**src/sv/mml_pkg.sv**
```systemverilog
// Package for the music-macro string parser: payload structs, phase codes,
// tone table and helpers. No dependencies.
package mml_pkg;

	typedef struct packed {
		logic [7:0] music_byte;
		logic       end_of_string;
	} in_item_t;

	typedef struct packed {
		logic        event_kind;
		logic [10:0] tone_hz;
		logic [13:0] length_ms;
		logic        last_of_run;
	} out_item_t;

	// job handed from the parser to the duration/frequency back end
	typedef struct packed {
		logic        kind;      // 0 tone, 1 rest
		logic [3:0]  semi;
		logic [2:0]  oct;
		logic [6:0]  len;
		logic [7:0]  tempo;
		logic        dotted;
		logic        last;
	} job_t;

	localparam logic [3:0] PH_IDLE      = 4'd0;
	localparam logic [3:0] PH_NOTE      = 4'd1;
	localparam logic [3:0] PH_NOTE_ACC  = 4'd2;
	localparam logic [3:0] PH_NOTE_DIG  = 4'd3;
	localparam logic [3:0] PH_OCT       = 4'd4;
	localparam logic [3:0] PH_LEN       = 4'd5;
	localparam logic [3:0] PH_TEMPO     = 4'd6;
	localparam logic [3:0] PH_PAUSE     = 4'd7;
	localparam logic [3:0] PH_PAUSE_DIG = 4'd8;
	localparam logic [3:0] PH_NUM       = 4'd9;
	localparam logic [3:0] PH_STYLE     = 4'd10;

	localparam logic       KIND_TONE = 1'b0;
	localparam logic       KIND_REST = 1'b1;
	localparam logic [9:0] ACC_MAX   = 10'd1023;
	localparam logic [17:0] MS_NUM   = 18'd240000;

	function automatic logic [9:0] base_hz(input logic [3:0] s);
		case (s)
			4'd0:    base_hz = 10'd262;
			4'd1:    base_hz = 10'd277;
			4'd2:    base_hz = 10'd294;
			4'd3:    base_hz = 10'd311;
			4'd4:    base_hz = 10'd330;
			4'd5:    base_hz = 10'd349;
			4'd6:    base_hz = 10'd370;
			4'd7:    base_hz = 10'd392;
			4'd8:    base_hz = 10'd415;
			4'd9:    base_hz = 10'd440;
			4'd10:   base_hz = 10'd466;
			4'd11:   base_hz = 10'd494;
			default: base_hz = 10'd0;
		endcase
	endfunction

	function automatic logic [3:0] letter_semi(input logic [2:0] l);
		case (l)
			3'd0:    letter_semi = 4'd9;
			3'd1:    letter_semi = 4'd11;
			3'd2:    letter_semi = 4'd0;
			3'd3:    letter_semi = 4'd2;
			3'd4:    letter_semi = 4'd4;
			3'd5:    letter_semi = 4'd5;
			3'd6:    letter_semi = 4'd7;
			default: letter_semi = 4'd0;
		endcase
	endfunction

	function automatic logic [10:0] tone_freq(input logic [3:0] s, input logic [2:0] o);
		logic [13:0] f;
		f = {4'd0, base_hz(s)};
		if (o < 3'd4) f = f >> (3'd4 - o);
		else          f = f << (o - 3'd4);
		tone_freq = (f > 14'd2047) ? 11'd2047 : f[10:0];
	endfunction

endpackage

```
**src/sv/mml_front.sv**
```systemverilog
// Front end: classifies each byte, keeps the parse state and pushes up to
// two event jobs per byte. Depends on mml_pkg.
module mml_front #(
	parameter int TOP_OCTAVE = 6
) (
	input  logic              clk,
	input  logic              arst_n,
	input  logic              in_valid,
	output logic              in_stall,
	input  mml_pkg::in_item_t in_data,
	output logic              job_valid,
	input  logic              job_stall,
	output mml_pkg::job_t     job_data
);
	import mml_pkg::*;

	localparam logic [2:0] TOP_OCT = 3'(TOP_OCTAVE);

	logic [3:0] phase_q;
	logic [2:0] oct_q;
	logic [6:0] dlen_q;
	logic [7:0] tempo_q;
	logic [3:0] semi_q;
	logic       dot_q;
	logic [9:0] acc_q;

	// second job of a byte waits here
	logic       hold_valid_q;
	job_t       hold_q;

	assign in_stall = hold_valid_q || (job_valid && job_stall);

	logic [7:0] c;
	logic       dig, dig19;
	logic [3:0] dval;
	logic [9:0] acc_add;
	logic [13:0] acc_mul;

	always_comb begin
		c = in_data.music_byte;
		if (c >= 8'h61 && c <= 8'h7a) c = c - 8'd32;
		dig   = c >= 8'h30 && c <= 8'h39;
		dig19 = c >= 8'h31 && c <= 8'h39;
		dval  = c[3:0];
		acc_mul = {4'd0, acc_q} * 14'd10 + {10'd0, dval};
		acc_add = (acc_mul > {4'd0, ACC_MAX}) ? ACC_MAX : acc_mul[9:0];
	end

	// finish helper: a given length of 1..64, else the default length
	function automatic logic [6:0] vlen(input logic [9:0] n, input logic [6:0] d);
		vlen = (n >= 10'd1 && n <= 10'd64) ? n[6:0] : d;
	endfunction

	// split a note index (0..83) into {octave, semitone} by parallel compares
	function automatic logic [6:0] split_num(input logic [9:0] m);
		logic [2:0] o;
		logic [9:0] r;
		o = 3'd0;
		for (int k = 1; k < 7; k++) begin
			if (m >= 10'(12 * k)) o = 3'(k);
		end
		r = m - ({4'd0, o, 3'd0} + {5'd0, o, 2'd0});
		split_num = {o, r[3:0]};
	endfunction

	logic [3:0] n_phase;
	logic [2:0] n_oct;
	logic [6:0] n_dlen;
	logic [7:0] n_tempo;
	logic [3:0] n_semi;
	logic       n_dot;
	logic [9:0] n_acc;
	logic       used;
	job_t       jobs [2];
	logic [1:0] njobs;

	always_comb begin
		job_t j;
		logic [9:0] nm;
		n_phase = phase_q; n_oct = oct_q; n_dlen = dlen_q; n_tempo = tempo_q;
		n_semi = semi_q; n_dot = dot_q; n_acc = acc_q;
		used = 1'b0;
		njobs = 2'd0;
		jobs[0] = '0; jobs[1] = '0;
		j = '0;
		nm = 10'd0;

		// extend
		case (phase_q)
			PH_NOTE, PH_NOTE_ACC, PH_NOTE_DIG: begin
				if (phase_q == PH_NOTE && (c == 8'h23 || c == 8'h2b)) begin
					n_semi = (semi_q >= 4'd11) ? 4'd0 : semi_q + 4'd1;
					n_phase = PH_NOTE_ACC; used = 1'b1;
				end else if (phase_q == PH_NOTE && c == 8'h2d) begin
					n_semi = (semi_q == 4'd0) ? 4'd11 : semi_q - 4'd1;
					n_phase = PH_NOTE_ACC; used = 1'b1;
				end else if (phase_q != PH_NOTE_DIG && dig19) begin
					n_acc = {6'd0, dval}; n_phase = PH_NOTE_DIG; used = 1'b1;
				end else if (phase_q == PH_NOTE_DIG && dig) begin
					n_acc = acc_add; used = 1'b1;
				end else if (c == 8'h2e) begin
					used = 1'b1; n_dot = 1'b1;
				end
			end
			PH_OCT: begin
				if (c >= 8'h30 && c <= 8'h30 + {5'd0, TOP_OCT}) begin
					n_oct = c[2:0]; n_phase = PH_IDLE; used = 1'b1;
				end
			end
			PH_PAUSE: begin
				if (dig19) begin
					n_acc = {6'd0, dval}; n_phase = PH_PAUSE_DIG; used = 1'b1;
				end
			end
			PH_LEN, PH_TEMPO, PH_PAUSE_DIG, PH_NUM: begin
				if (dig) begin n_acc = acc_add; used = 1'b1; end
			end
			PH_STYLE: begin
				if (c == 8'h4e || c == 8'h4c || c == 8'h53) begin
					n_phase = PH_IDLE; used = 1'b1;
				end
			end
			default: ;
		endcase

		// dot finishes the note right away; otherwise finish and restart
		// when the byte was not used; end of string finishes once more
		for (int pass = 0; pass < 2; pass++) begin
			logic do_fin;
			do_fin = 1'b0;
			if (pass == 0) do_fin = (!used) || (used && n_dot && !dot_q);
			else           do_fin = in_data.end_of_string;
			if (do_fin) begin
				j = '0;
				j.tempo = n_tempo; j.dotted = n_dot; j.oct = n_oct; j.semi = n_semi;
				case (n_phase)
					PH_NOTE, PH_NOTE_ACC, PH_NOTE_DIG: begin
						j.kind = KIND_TONE;
						j.len = (n_phase == PH_NOTE_DIG) ? vlen(n_acc, n_dlen) : n_dlen;
						jobs[njobs[0]] = j; njobs = njobs + 2'd1;
					end
					PH_LEN: if (n_acc >= 10'd1 && n_acc <= 10'd64) n_dlen = n_acc[6:0];
					PH_TEMPO: if (n_acc >= 10'd32 && n_acc <= 10'd255) n_tempo = n_acc[7:0];
					PH_PAUSE, PH_PAUSE_DIG: begin
						j.kind = KIND_REST; j.dotted = 1'b0;
						j.len = (n_phase == PH_PAUSE) ? n_dlen : vlen(n_acc, n_dlen);
						jobs[njobs[0]] = j; njobs = njobs + 2'd1;
					end
					PH_NUM: begin
						j.len = n_dlen; j.dotted = 1'b0;
						if (n_acc == 10'd0) begin
							j.kind = KIND_REST;
							jobs[njobs[0]] = j; njobs = njobs + 2'd1;
						end else if (n_acc <= 10'd84) begin
							nm = n_acc - 10'd1;
							j.kind = KIND_TONE;
							{j.oct, j.semi} = split_num(nm);
							jobs[njobs[0]] = j; njobs = njobs + 2'd1;
						end
					end
					default: ;
				endcase
				n_phase = PH_IDLE; n_dot = 1'b0; n_acc = 10'd0;
				if (pass == 0 && !used) begin
					if (c >= 8'h41 && c <= 8'h47) begin
						n_semi = letter_semi(c[2:0] - 3'd1); n_phase = PH_NOTE;
					end else if (c == 8'h4f) n_phase = PH_OCT;
					else if (c == 8'h3e) begin
						if (n_oct < TOP_OCT) n_oct = n_oct + 3'd1;
					end else if (c == 8'h3c) begin
						if (n_oct > 3'd0) n_oct = n_oct - 3'd1;
					end else if (c == 8'h4c) n_phase = PH_LEN;
					else if (c == 8'h54) n_phase = PH_TEMPO;
					else if (c == 8'h50) n_phase = PH_PAUSE;
					else if (c == 8'h4e) n_phase = PH_NUM;
					else if (c == 8'h4d) n_phase = PH_STYLE;
				end
			end
		end
		if (in_data.end_of_string) begin
			n_phase = PH_IDLE; n_oct = 3'd4; n_dlen = 7'd4; n_tempo = 8'd120;
			n_semi = 4'd0; n_dot = 1'b0; n_acc = 10'd0;
		end
		if (njobs == 2'd1) jobs[0].last = 1'b1;
		if (njobs == 2'd2) jobs[1].last = 1'b1;
	end

	logic take;
	assign take = in_valid && !in_stall;

	always_ff @(posedge clk or negedge arst_n) begin
		if (!arst_n) begin
			phase_q <= PH_IDLE; oct_q <= 3'd4; dlen_q <= 7'd4; tempo_q <= 8'd120;
			semi_q <= 4'd0; dot_q <= 1'b0; acc_q <= 10'd0;
			job_valid <= 1'b0; hold_valid_q <= 1'b0;
		end else begin
			// a held job implies a head job, so it advances once the head transfers
			if (hold_valid_q && !job_stall) begin
				job_valid <= 1'b1; job_data <= hold_q; hold_valid_q <= 1'b0;
			end else if (take && njobs != 2'd0) begin
				job_valid <= 1'b1; job_data <= jobs[0];
				if (njobs == 2'd2) begin hold_valid_q <= 1'b1; hold_q <= jobs[1]; end
			end else if (job_valid && !job_stall) begin
				job_valid <= 1'b0;
			end
			if (take) begin
				phase_q <= n_phase; oct_q <= n_oct; dlen_q <= n_dlen; tempo_q <= n_tempo;
				semi_q <= n_semi; dot_q <= n_dot; acc_q <= n_acc;
			end
		end
	end

	assert property (@(posedge clk) disable iff (!arst_n)
		hold_valid_q |-> job_valid) else $error("held job without head job");
	assert property (@(posedge clk) disable iff (!arst_n)
		(take && in_data.end_of_string) |=> (phase_q == PH_IDLE && oct_q == 3'd4))
		else $error("state not restored at end of string");
	assert property (@(posedge clk) disable iff (!arst_n)
		oct_q <= TOP_OCT) else $error("octave above top");
endmodule

```
**src/sv/mml_back.sv**
```systemverilog
// Back end: a two-entry job queue, then an iterative divider for the
// duration and a tone lookup. Depends on mml_pkg.
module mml_back (
	input  logic               clk,
	input  logic               arst_n,
	input  logic               job_valid,
	output logic               job_stall,
	input  mml_pkg::job_t      job_data,
	output logic               out_valid,
	input  logic               out_stall,
	output mml_pkg::out_item_t out_data
);
	import mml_pkg::*;

	localparam logic [1:0] ST_IDLE = 2'd0;
	localparam logic [1:0] ST_MUL  = 2'd1;
	localparam logic [1:0] ST_DIV  = 2'd2;
	localparam logic [1:0] ST_DONE = 2'd3;

	job_t       fifo_q [2];
	logic       wp_q, rp_q;
	logic [1:0] cnt_q;
	logic       push, pop;

	logic [1:0]  st_q;
	job_t        cur_q;
	logic [14:0] div_q;
	logic [17:0] quo_q;
	logic [17:0] rem_q;
	logic [4:0]  bit_q;

	assign job_stall = (cnt_q == 2'd2);
	assign push = job_valid && !job_stall;
	assign pop  = (st_q == ST_IDLE) && (cnt_q != 2'd0);

	logic [18:0] trial;
	logic [13:0] ms, ms_d;
	always_comb begin
		trial = {rem_q, quo_q[17]} - {4'd0, div_q};
		ms = quo_q[13:0];
		ms_d = cur_q.dotted ? ms + {1'b0, ms[13:1]} : ms;
	end

	always_ff @(posedge clk or negedge arst_n) begin
		if (!arst_n) begin
			wp_q <= 1'b0; rp_q <= 1'b0; cnt_q <= 2'd0; st_q <= ST_IDLE; out_valid <= 1'b0;
		end else begin
			if (push) begin fifo_q[wp_q] <= job_data; wp_q <= !wp_q; end
			if (pop) rp_q <= !rp_q;
			cnt_q <= cnt_q + {1'b0, push} - {1'b0, pop};
			// drop the valid after a transfer unless a new result replaces it
			if (out_valid && !out_stall && st_q != ST_DONE) out_valid <= 1'b0;
			case (st_q)
				ST_IDLE: if (pop) begin cur_q <= fifo_q[rp_q]; st_q <= ST_MUL; end
				ST_MUL: begin
					div_q <= {7'd0, cur_q.tempo} * {8'd0, cur_q.len};
					quo_q <= MS_NUM; rem_q <= 18'd0; bit_q <= 5'd18; st_q <= ST_DIV;
				end
				ST_DIV: begin
					// restoring division, one quotient bit a cycle
					if (div_q == 15'd0) begin
						quo_q <= MS_NUM; bit_q <= 5'd0;
					end else if (!trial[18]) begin
						rem_q <= trial[17:0]; quo_q <= {quo_q[16:0], 1'b1};
					end else begin
						rem_q <= {rem_q[16:0], quo_q[17]}; quo_q <= {quo_q[16:0], 1'b0};
					end
					bit_q <= bit_q - 5'd1;
					if (bit_q == 5'd1 || div_q == 15'd0) st_q <= ST_DONE;
				end
				ST_DONE: if (!out_valid || !out_stall) begin
					out_valid <= 1'b1;
					out_data.event_kind  <= cur_q.kind;
					out_data.tone_hz     <= (cur_q.kind == KIND_REST) ? 11'd0
						: tone_freq(cur_q.semi, cur_q.oct);
					out_data.length_ms   <= ms_d;
					out_data.last_of_run <= cur_q.last;
					st_q <= ST_IDLE;
				end
				default: st_q <= ST_IDLE;
			endcase
		end
	end

	assert property (@(posedge clk) disable iff (!arst_n)
		cnt_q <= 2'd2) else $error("queue overflow");
	assert property (@(posedge clk) disable iff (!arst_n)
		(st_q == ST_DONE && (!out_valid || !out_stall)) |=> out_valid)
		else $error("result dropped");
	assert property (@(posedge clk) disable iff (!arst_n)
		pop |-> st_q == ST_IDLE) else $error("pop while busy");
endmodule

```
**src/sv/mml_music_string_parser_unit.sv**
```systemverilog
// Music-macro string parser, top level. An input transfer passes the parser
// register, queue write, load, multiply, up to 18 divider steps and the output
// register before its first result is valid; a second event of the same byte
// follows through the same steps. The back end works on one event at a time.
// Reset (arst_n low) returns octave 4, length 4, tempo 120 and empties queues.
// Depends on mml_pkg, mml_front, mml_back.
module mml_music_string_parser_unit #(
	parameter int TOP_OCTAVE = 6
) (
	input  logic               clk,
	input  logic               arst_n,
	input  logic               in_valid,
	output logic               in_stall,
	input  mml_pkg::in_item_t  in_data,
	output logic               out_valid,
	input  logic               out_stall,
	output mml_pkg::out_item_t out_data
);
	import mml_pkg::*;

	logic job_valid, job_stall;
	job_t job_data;

	mml_front #(.TOP_OCTAVE(TOP_OCTAVE)) u_front (
		.clk, .arst_n, .in_valid, .in_stall, .in_data,
		.job_valid, .job_stall, .job_data
	);

	mml_back u_back (
		.clk, .arst_n, .job_valid, .job_stall, .job_data,
		.out_valid, .out_stall, .out_data
	);
endmodule
```
**config.mk**
```make
export PLATFORM = sky130hd
export DESIGN_NAME = mml_music_string_parser_unit
export DESIGN_NICKNAME = d
export VERILOG_FILES = /design/src/sv/mml_pkg.sv /design/src/sv/mml_front.sv /design/src/sv/mml_back.sv /design/src/sv/mml_music_string_parser_unit.sv
export SDC_FILE = /design/constraint.sdc
export NUM_CORES = 1
export LEC_CHECK = 0
export ABC_AREA = 1
export BUFFER_PORTS_ARGS = -buffer_cell sky130_fd_sc_hd__buf_2
export CORE_AREA = 2 2 152 229
export DETAILED_ROUTE_END_ITERATION = 8
export DIE_AREA = 0 0 154 231
export PLACE_DENSITY = 0.74
export SLEW_MARGIN = 10
export SYNTH_ARGS = -nofsm -noshare
export SYNTH_HDL_FRONTEND = slang
export SYNTH_SLANG_ARGS = --single-unit
```
**constraint.sdc**
```tcl
create_clock -name clk -period 6.6 [get_ports clk]
set_input_delay 0.33 -clock clk [delete_from_list [all_inputs] [get_ports clk]]
set_output_delay 0.33 -clock clk [all_outputs]
set_load 0.02 [all_outputs]
```
==> results of run 1 <==
-- state kept, by name, indices dropped and copies added, names as in the netlist, 5 cells and up --
name and cells:
u_back.out_data 27, u_back.rem_q 18, u_front.acc_q 10, u_front.tempo_q 8, u_back.bit_q 5, u_back.quo_q 18
u_front.hold_q 24, u_back.fifo_q 50, u_front.dlen_q 7, u_front.job_data 25, u_back.cur_q 25, u_back.div_q 15
-- path summary, 6_finish.rpt --
check	startpoint	end	slack [ps]	cells after the start
worst max-delay path	u_front.acc_q[1]	u_front.job_data[5]	560	35
worst min register to register	u_front.job_data[18]	u_back.fifo_q[1][18]	450	0
max in group asynchronous	arst_n	u_front.dlen_q[5]	5430	3
worst min-delay path	out_stall	u_back.out_valid	70	3
worst max register to register	u_front.acc_q[1]	u_front.job_data[5]	560	35
min in group asynchronous	arst_n	u_back.st_q[1]	260	2
-- synthesized netlist by cell type (5+ instances only) --
cell type	instances	share of area [%]
sky130_fd_sc_hd__or2_2	12	0.41
sky130_fd_sc_hd__ha_1	110	7.5
sky130_fd_sc_hd__xor2_1	30	1.4
sky130_fd_sc_hd__nor2_2	12	0.41
sky130_fd_sc_hd__inv_2	18	0.37
sky130_fd_sc_hd__nor2_4	12	0.74
sky130_fd_sc_hd__nand3b_1	6	0.25
sky130_fd_sc_hd__nand2_1	608	12
sky130_fd_sc_hd__dfstp_2	6	0.86
sky130_fd_sc_hd__a22oi_1	9	0.37
sky130_fd_sc_hd__o21ai_1	20	0.55
sky130_fd_sc_hd__o211ai_1	20	0.82
sky130_fd_sc_hd__edfxtp_1	207	34
sky130_fd_sc_hd__a21oi_1	112	3.1
sky130_fd_sc_hd__clkbuf_1	43	0.88
sky130_fd_sc_hd__nand3_2	6	0.33
sky130_fd_sc_hd__fa_1	33	3.6
sky130_fd_sc_hd__dfrtp_1	40	5.5
sky130_fd_sc_hd__o21ai_0	138	3.8
sky130_fd_sc_hd__o21bai_1	5	0.21
sky130_fd_sc_hd__o22ai_1	33	1.1
sky130_fd_sc_hd__xnor2_1	18	0.86
sky130_fd_sc_hd__inv_1	331	6.8
sky130_fd_sc_hd__nor2_1	175	3.6
sky130_fd_sc_hd__nor3_1	33	0.90
sky130_fd_sc_hd__nand2_2	26	0.89
sky130_fd_sc_hd__clkinv_1	5	0.10
sky130_fd_sc_hd__o21ai_2	5	0.24
sky130_fd_sc_hd__buf_2	6	0.16
sky130_fd_sc_hd__nand3_1	147	4.0
sky130_fd_sc_hd__nor4_1	5	0.17
sky130_fd_sc_hd__nand4_1	23	0.79
sky130_fd_sc_hd__a31oi_1	15	0.51
-- cell usage in the layout (no fill, tap or decap), types with 25 or more instances in the layout --
master / instances
sky130_fd_sc_hd__o21ai_0: 138
sky130_fd_sc_hd__fa_1: 33
sky130_fd_sc_hd__xor2_1: 30
sky130_fd_sc_hd__ha_1: 110
sky130_fd_sc_hd__nand2_1: 608
sky130_fd_sc_hd__buf_2: 41
sky130_fd_sc_hd__o22ai_1: 32
sky130_fd_sc_hd__nor2_1: 172
sky130_fd_sc_hd__edfxtp_1: 207
sky130_fd_sc_hd__clkbuf_16: 25
sky130_fd_sc_hd__dfrtp_1: 40
sky130_fd_sc_hd__inv_1: 330
sky130_fd_sc_hd__nor3_1: 29
sky130_fd_sc_hd__a21oi_1: 112
sky130_fd_sc_hd__nand3_1: 147
sky130_fd_sc_hd__nand2_2: 26
-- critical path, delay by kind of cell, from the launching register on --
| kind | cells | cell delay (ps) |
|---|---|---|
| and+or+nand+nor | 21 | 2360 |
| adders and majority gates | 5 | 1560 |
| DFF | 1 | 480 |
| buffers and inverters | 5 | 740 |
| AOI/OAI and AO/OA | 4 | 630 |
-- per-stage QoR --
step	instance area [sq um]	hold slack [ps]	worst slack [ps]
2_1_floorplan	18300	34.4	669
3_3_place_gp	19000	277	735
3_5_place_dp	19000	291	576
4_1_cts	19800	58.4	561
5_1_grt	19800	98.4	42.0
6_report	19800	72.4	560
-- power groups by stage --
| stage | sequential (W) | clock [W] | combinational (W) |
|---|---|---|---|
| global route | 0.00234 | 0.00147 | 0.00282 |
| finish | 0.00232 | 0.00140 | 0.00245 |
| floorplan | 0.00232 | 0 | 0.00188 |
| CTS | 0.00232 | 0.00142 | 0.00246 |
| detailed placement | 0.00235 | 0 | 0.00244 |
| global placement | 0.00234 | 0 | 0.00234 |
-- kinds of logic after synthesis --
| family | Yosys count | share of synthesized area (%) |
|---|---|---|
| and+or+nand+nor | 1076 | 25.7 |
| buffers and inverters | 408 | 8.53 |
| AOI/OAI and AO/OA | 387 | 12.1 |
| DFF | 253 | 40.3 |
| adders and majority gates | 143 | 11.1 |
| xor gates and xnor gates | 48 | 2.30 |
| other | 1 | 0.0205 |
-- routing by layer --
metal,vias to the layer above,GRT usage [%],wire length [microns]
met1,7559,27.4,17400
met4,0,19.1,3600
li1,7761,-,-
met2,558,55.2,27100
met5,-,0,0
met3,195,2.55,1990
-- layout make-up --
type / instances / share of cell area, %
Clock buffer: 29 / 3.28
Tap cell: 425 / 2.68
Timing Repair Buffer: 62 / 1.91
Multi-Input combinational cell: 1655 / 47.5
Sequential cell: 253 / 37.2
Clock inverter: 16 / 0.707
Inverter: 354 / 6.73
-- what timing repair did --
item,CTS,global route
hold buffers,1,0
hold endpoints to repair,9,0
setup endpoints to repair,0,19
resized for setup,0,2
==> impl_table.tex, run 1 <==
\begin{tabular}{lr}
\hline
Metric & Value \\
\hline
\multicolumn{2}{l}{\textbf{Critical path}} \\
Startpoint type of the worst setup path & flop \\
Most used cell along the critical path & sky130\_fd\_sc\_hd\_\_nand2\_1 \\
Slowest cell delay on critical path & about 480 ps \\
Element type at the critical path end & flop \\
Required time at the worst-slack endpoint & just under 7000 ps \\
Cell at the slowest stage of the critical path & sky130\_fd\_sc\_hd\_\_dfrtp\_1 \\
CP Data Arrival Time & 6340 ps \\
Largest driver fanout on the critical path & 18 \\
Category of the most critical setup path & reg2reg \\
\multicolumn{2}{l}{\textbf{Yosys}} \\
Post-synthesis sequential area ratio & around two fifths \\
Share of flip-flops with an asynchronous set or reset after synthesis & $\sim$18\% \\
Cell Area, Synth & about 18,000 sq um \\
YS warnings & 0 \\
Flip-flop cell with the highest count after synthesis & sky130\_fd\_sc\_hd\_\_edfxtp\_1 \\
Avg Synthesized Cell Area & just under 8 sq um \\
Number of enable-type register cells in the synthesized netlist & 207 \\
Cell variety after synth & between 50 and 60 \\
Cell count after synthesis & approximately 2.3k \\
Syn Nets & $\sim$2.5k \\
Flip-flop and latch count after synthesis & $\sim$250 \\
\multicolumn{2}{l}{\textbf{Clocking}} \\
Post-CTS setup-driven buffer insertion count & 0 \\
Clock latency reported for the late side of the worst-skew pair & roughly 540 ps \\
Inserted Clock Buffers & 25 \\
Clock tree from TritonCTS & done \\
Maximum buffer depth of the clock tree & 3 \\
Buffer type at the clock tree root & sky130\_fd\_sc\_hd\_\_clkbuf\_16 \\
Clock Pin Slew Worst Setup and Hold Paths & around 70 ps \\
Level count of the clock H-tree & 1 \\
Sink count of the clock tree & 253 \\
\multicolumn{2}{l}{\textbf{Power}} \\
Internal Dissipation & 0.00382 W \\
Static Leakage & about 9 nW \\
VDD IR max & approximately 0.00017 V \\
Power density relative to cell area & between 300 and 400 nW/um\^{}2 \\
Switching fraction of total power & 38.1\% \\
Gate power share & 39.7\% \\
Sw power & 0.00235 W \\
Post-route total power & a little over 0.006 W \\
Proportion of power drawn by flip-flops and latches & between 30 and 40\% \\
Power share of the clock group & a little under a quarter \\
\multicolumn{2}{l}{\textbf{GRT}} \\
Maximum number of pins on one net before global-route repair & 38 \\
Antenna violations before repair & 0 \\
First-pass GRT wire length & approximately 80,000 microns \\
Via count of the first global-routing pass & approximately 16k \\
GRT Total Usage & between 20\% and 30\% \\
GR Overflow Total & 0 \\
\multicolumn{2}{l}{\textbf{Final layout}} \\
Layout Nets & $\sim$2.5k \\
Number of fill cells & just over 3k \\
Synth-to-Final Area Change & 8.22\% \\
ANT cells & 0 \\
Core utilization of the finished layout & 58.7\% \\
Area occupied by multi-input gates & 9410 sq um \\
Number of standard cells in the final layout excluding fillers & about 2.8k \\
Share of final-layout standard cells stronger than drive strength 1 & a little under a tenth \\
Flip-flop and latch area & approximately 7400 sq um \\
\multicolumn{2}{l}{\textbf{Timing}} \\
Clock period minus final worst setup slack & approximately 6000 ps \\
Number of endpoints failing setup at the final stage & 0 \\
RSZ-0062 raised after global routing & false \\
Setup TNS Final & 0 ps \\
Highest attainable clock frequency & roughly 170 MHz \\
Worst-margin pin slew & roughly 1100 ps \\
Clock Skews & approximately 13 ps \\
Fin. Hold Viols & 0 \\
Max-slew violation count & 0 \\
Share of the clock period used by the worst path after layout & $\sim$90\% \\
Max-slew headroom at the worst pin & around a quarter \\
\multicolumn{2}{l}{\textbf{Drt}} \\
Number of DRC violations after detailed-routing iteration 0 & between 1k and 1.5k \\
Routed wirelength normalized by instance count & between 15 and 20 microns \\
Number of detailed-routing iterations run before antenna repair & 5 \\
DR vias & approximately 16k \\
Average vias per placed instance & 5.75 \\
Post-Route WL & 50,000 microns \\
DRC violation count after routing & 0 \\
Post-detailed-route count of antenna-violating nets & 0 \\
\multicolumn{2}{l}{\textbf{Die}} \\
Floorplan Core Area & between 30,000 and 40,000 sq um \\
Die extent in x & roughly 150 microns \\
Die Footprint & approximately 36,000 sq um \\
Number of core rows & 83 \\
\# IOs & 42 \\
Initial cell density of the core & 54.2\% \\
Die Height & 231 microns \\
\multicolumn{2}{l}{\textbf{Hold path}} \\
Path class of the lowest-slack min-delay path & in2reg \\
\multicolumn{2}{l}{\textbf{Job}} \\
MaxCap Viol Count & 0 \\
\multicolumn{2}{l}{\textbf{Place}} \\
Half-perimeter wire length of the detailed placement result & 39,500 microns \\
Placed insts & between 2k and 3k \\
GP Congestion & roughly 0.95 \\
Count of buffers from port buffering & roughly 40 \\
\multicolumn{2}{l}{\textbf{Status}} \\
Result of the run & finished, final reports clean \\
\hline
\end{tabular}
(Power assumes the default switching activity.)
==> run 2, diff against run 1 <==
- ABC_AREA: 1 -> 0
- CORE_AREA: 2 2 152 229 -> 2 2 148 222
- DIE_AREA: 0 0 154 231 -> 0 0 150 224
- PLACE_DENSITY: 0.74 -> unset
- PLACE_DENSITY_LB_ADDON: unset -> 0.2
==> run 2 against run 1 <==
  * Sequential cell count is the same
  * Critical path type unchanged
  * Cell count shrank 16%
  * Worst hold slack lost 49 ps
  * First-iteration DRC count grew 4.7%
  * Clock-buffer cell count grew 2
==> impl_table.tex, run 2 <==
\begin{tabular}{lr}
\hline
Metric & Value \\
\hline
\multicolumn{2}{l}{\textbf{Place}} \\
Placed standard-cell area & around 19,000 sq um \\
Count of buffers from port buffering & a little over 40 \\
Post-placement setup slack & 369 ps \\
Half-perimeter wire length of the detailed placement result & 35,900 microns \\
Placed insts & 2,296 \\
GP Congestion & 1.09 \\
\multicolumn{2}{l}{\textbf{Critical path}} \\
Category of the most critical setup path & reg2reg \\
Register-to-Register Setup Slack & approximately 450 ps \\
Cell at the slowest stage of the critical path & sky130\_fd\_sc\_hd\_\_o41ai\_4 \\
Required time at the worst-slack endpoint & between 6000 and 7000 ps \\
Most used cell along the critical path & sky130\_fd\_sc\_hd\_\_ha\_1 \\
Startpoint type of the worst setup path & flop \\
Largest driver fanout on the critical path & 15 \\
CP Data Arrival Time & $\sim$6400 ps \\
Element type at the critical path end & flop \\
Slowest cell delay on critical path & roughly 480 ps \\
\multicolumn{2}{l}{\textbf{Yosys}} \\
Flip-flop and latch count after synthesis & 253 \\
YS warnings & 0 \\
Cell variety after synth & between 100 and 150 \\
Share of flip-flops with an asynchronous set or reset after synthesis & between 10\% and 20\% \\
Most frequent cells after synthesis & 207 x sky130\_fd\_sc\_hd\_\_edfxtp\_1, 171 x sky130\_fd\_sc\_hd\_\_nor2\_1, 169 x sky130\_fd\_sc\_hd\_\_nand2\_1 \\
Cell Area, Synth & about 18,000 sq um \\
Post-synthesis sequential area ratio & 40.8\% \\
Area share of the leading cell type in the synthesized netlist & 34.4\% \\
Flip-flop cell with the highest count after synthesis & sky130\_fd\_sc\_hd\_\_edfxtp\_1 \\
Largest area contributor in the netlist & sky130\_fd\_sc\_hd\_\_edfxtp\_1 \\
Cell count after synthesis & $\sim$1.9k \\
Syn Nets & 2,027 \\
Number of enable-type register cells in the synthesized netlist & slightly above 200 \\
Most frequent cell after synthesis & sky130\_fd\_sc\_hd\_\_edfxtp\_1 \\
Synth area leaders & sky130\_fd\_sc\_hd\_\_edfxtp\_1 34\%, sky130\_fd\_sc\_hd\_\_ha\_1 7.5\%, sky130\_fd\_sc\_hd\_\_dfrtp\_1 5.5\%, sky130\_fd\_sc\_hd\_\_a21oi\_1 3.7\%, sky130\_fd\_sc\_hd\_\_fa\_1 3.7\% \\
Avg Synthesized Cell Area & about 9.7 sq um \\
\multicolumn{2}{l}{\textbf{Die}} \\
Die Height & $\sim$220 microns \\
Number of core rows & 80 \\
Die Footprint & roughly 34,000 sq um \\
Initial cell density of the core & a little under three fifths \\
\# IOs & 42 \\
Die extent in x & approximately 150 microns \\
Floorplan Core Area & 31,600 sq um \\
\multicolumn{2}{l}{\textbf{Final layout}} \\
Number of standard cells in the final layout excluding fillers & around 2.3k \\
ANT cells & 0 \\
Flip-flop and latch area & between 7000 and 8000 sq um \\
Area occupied by multi-input gates & roughly 10000 sq um \\
Post-route cell area & 19,900 sq um \\
Number of flip-flops in the largest register & 50 \\
Number of fill cells & $\sim$2.6k \\
Layout Nets & 2,070 \\
Registers with the highest flip-flop counts & u\_back.fifo\_q: 50 flops, u\_back.out\_data: 27 flops \\
Share of final-layout standard cells stronger than drive strength 1 & 13.0\% \\
Highest-count cells in the layout ignoring fill and taps & 207 x sky130\_fd\_sc\_hd\_\_edfxtp\_1, 169 x sky130\_fd\_sc\_hd\_\_nand2\_1, 168 x sky130\_fd\_sc\_hd\_\_nor2\_1 \\
Synth-to-Final Area Change & 9.85\% \\
Register with the highest flop count & u\_back.fifo\_q \\
Commonest non-fill, non-tap cell in the layout & sky130\_fd\_sc\_hd\_\_edfxtp\_1 \\
\multicolumn{2}{l}{\textbf{Drt}} \\
Detailed route wirelength on metal2 & about 25,000 microns \\
Met3 wire length & approximately 2400 microns \\
Highest routing layer actually used & met4 \\
Average vias per placed instance & approximately 6.3 \\
Number of DRC violations after detailed-routing iteration 0 & roughly 1.1k \\
DR vias & between 10k and 15k \\
Post-Route WL & approximately 48,000 microns \\
Wire length on met1 & approximately 16,000 microns \\
Number of detailed-routing iterations run before antenna repair & 6 \\
Routed wirelength normalized by instance count & between 20 and 25 microns \\
DRC violation count after routing & 0 \\
Post-detailed-route count of antenna-violating nets & 0 \\
\multicolumn{2}{l}{\textbf{GRT}} \\
First-pass GRT wire length & 75,000 microns \\
Maximum number of pins on one net before global-route repair & 40 \\
GR Overflow Total & 0 \\
Antenna violations before repair & 0 \\
Via count of the first global-routing pass & about 15k \\
GRT Total Usage & between 20\% and 30\% \\
\multicolumn{2}{l}{\textbf{Timing}} \\
Clock period minus final worst setup slack & 6150 ps \\
Max-slew headroom at the worst pin & $\sim$14\% \\
Share of the clock period used by the worst path after layout & between 90\% and 100\% \\
Fin. Hold Viols & 0 \\
Crit path setup slack, layout & between 400 and 500 ps \\
Clock Skews & around 33 ps \\
Number of endpoints failing setup at the final stage & 0 \\
Highest attainable clock frequency & approximately 160 MHz \\
RSZ-0062 raised after global routing & false \\
Max-slew violation count & 0 \\
Setup TNS Final & 0 ps \\
Worst-margin pin slew & around 1300 ps \\
\multicolumn{2}{l}{\textbf{Status}} \\
Result of the run & finished, final reports clean \\
\multicolumn{2}{l}{\textbf{Clocking}} \\
Clock tree from TritonCTS & done \\
Sink count of the clock tree & around 250 \\
Level count of the clock H-tree & 1 \\
Clock Pin Slew Worst Setup and Hold Paths & $\sim$80 ps \\
Buffer type at the clock tree root & sky130\_fd\_sc\_hd\_\_clkbuf\_16 \\
Clock latency reported for the late side of the worst-skew pair & between 500 and 600 ps \\
Inserted Clock Buffers & 26 \\
Post-CTS setup-driven buffer insertion count & 0 \\
Maximum buffer depth of the clock tree & 3 \\
\multicolumn{2}{l}{\textbf{Power}} \\
Post-route total power & just under 0.007 W \\
Static Leakage & between 7 and 8 nW \\
VDD IR max & 0.000198 V \\
Power density relative to cell area & 345 nW/um\^{}2 \\
\multicolumn{2}{l}{\textbf{Job}} \\
MaxCap Viol Count & 0 \\
\multicolumn{2}{l}{\textbf{Hold path}} \\
Path class of the lowest-slack min-delay path & in2reg \\
\hline
\end{tabular}
## run 2: changes by cell type after synthesis, sizes merged, moves of 32 or more
cell and delta:
mux2i +32, mux2 +45, o21ai -32, nand2 -467, and2 +44, nand3 -124, inv -210
## run 2: final cells by class
class,count,share of cell area (%)
Timing Repair Buffer,99,3.24
Multi-Input combinational cell,1396,49.6
Tap cell,410,2.58
Clock inverter,17,1.24
Inverter,139,2.63
Clock buffer,31,3.52
Sequential cell,253,37.2
## run 2: layer usage
layer,vias up,GRT usage [%]
li1,6921,-
met4,0,18.5
met3,208,2.91
met5,-,0
met1,7004,28.7
met2,579,53.5
## run 2: critical path, delay by kind of cell (launching register included)
family	cells	cell delay, ps
AO/OA/AOI/OAI	8	1910
adder cells (fa/ha/maj)	5	1420
AND/OR/NAND/NOR	7	1060
buffers and inverters	6	880
flip-flops	1	420
multiplexers	1	110
## run 2: kinds of logic after synthesis
| logic type | Yosys count | synth area share, % |
|---|---|---|
| xor+xnor | 61 | 2.96 |
| buf+inv | 223 | 4.91 |
| fa+ha+maj | 142 | 11.2 |
| simple gates | 584 | 16.0 |
| mux | 77 | 4.60 |
| flops | 253 | 40.8 |
| compound gates | 531 | 19.5 |
| other cells | 1 | 0.0208 |
## run 2: through the flow
stage / utilization, % / hold slack [ps]
final: 62.8 / 23.0
after global routing: 62.8 / 4.57
after CTS: 62.7 / 0.339
after detailed placement: 59.7 / 317
after global placement: 59.7 / 303
after floorplan: - / 34.4
## run 2: final timing paths
path / startpoint / endpoint / cells past startpoint
min in group asynchronous: arst_n / u_front.hold_valid_q / 2
min reg2reg: u_back.cur_q[0] / u_back.out_data[0] / 0
min: out_stall / u_back.out_valid / 2
max in group asynchronous: arst_n / u_front.acc_q[4] / 3
max: u_front.acc_q[1] / u_front.hold_q[6] / 27
max reg2reg: u_front.acc_q[1] / u_front.hold_q[6] / 27
## run 2: timing repair
| item | CTS | global route |
|---|---|---|
| hold buffers | 1 | 0 |
| resized for setup | 0 | 3 |
| endpoints found under the hold margin | 8 | 0 |
| setup endpoints to repair | 0 | 52 |
## run 2: where the power goes
group	switching, W	internal (W)	leakage [nW]
clock network	0.000651	0.000961	0.460
logic	0.00157	0.00124	4.87
registers	0.000242	0.00218	2.49
total	0.00246	0.00438	7.83
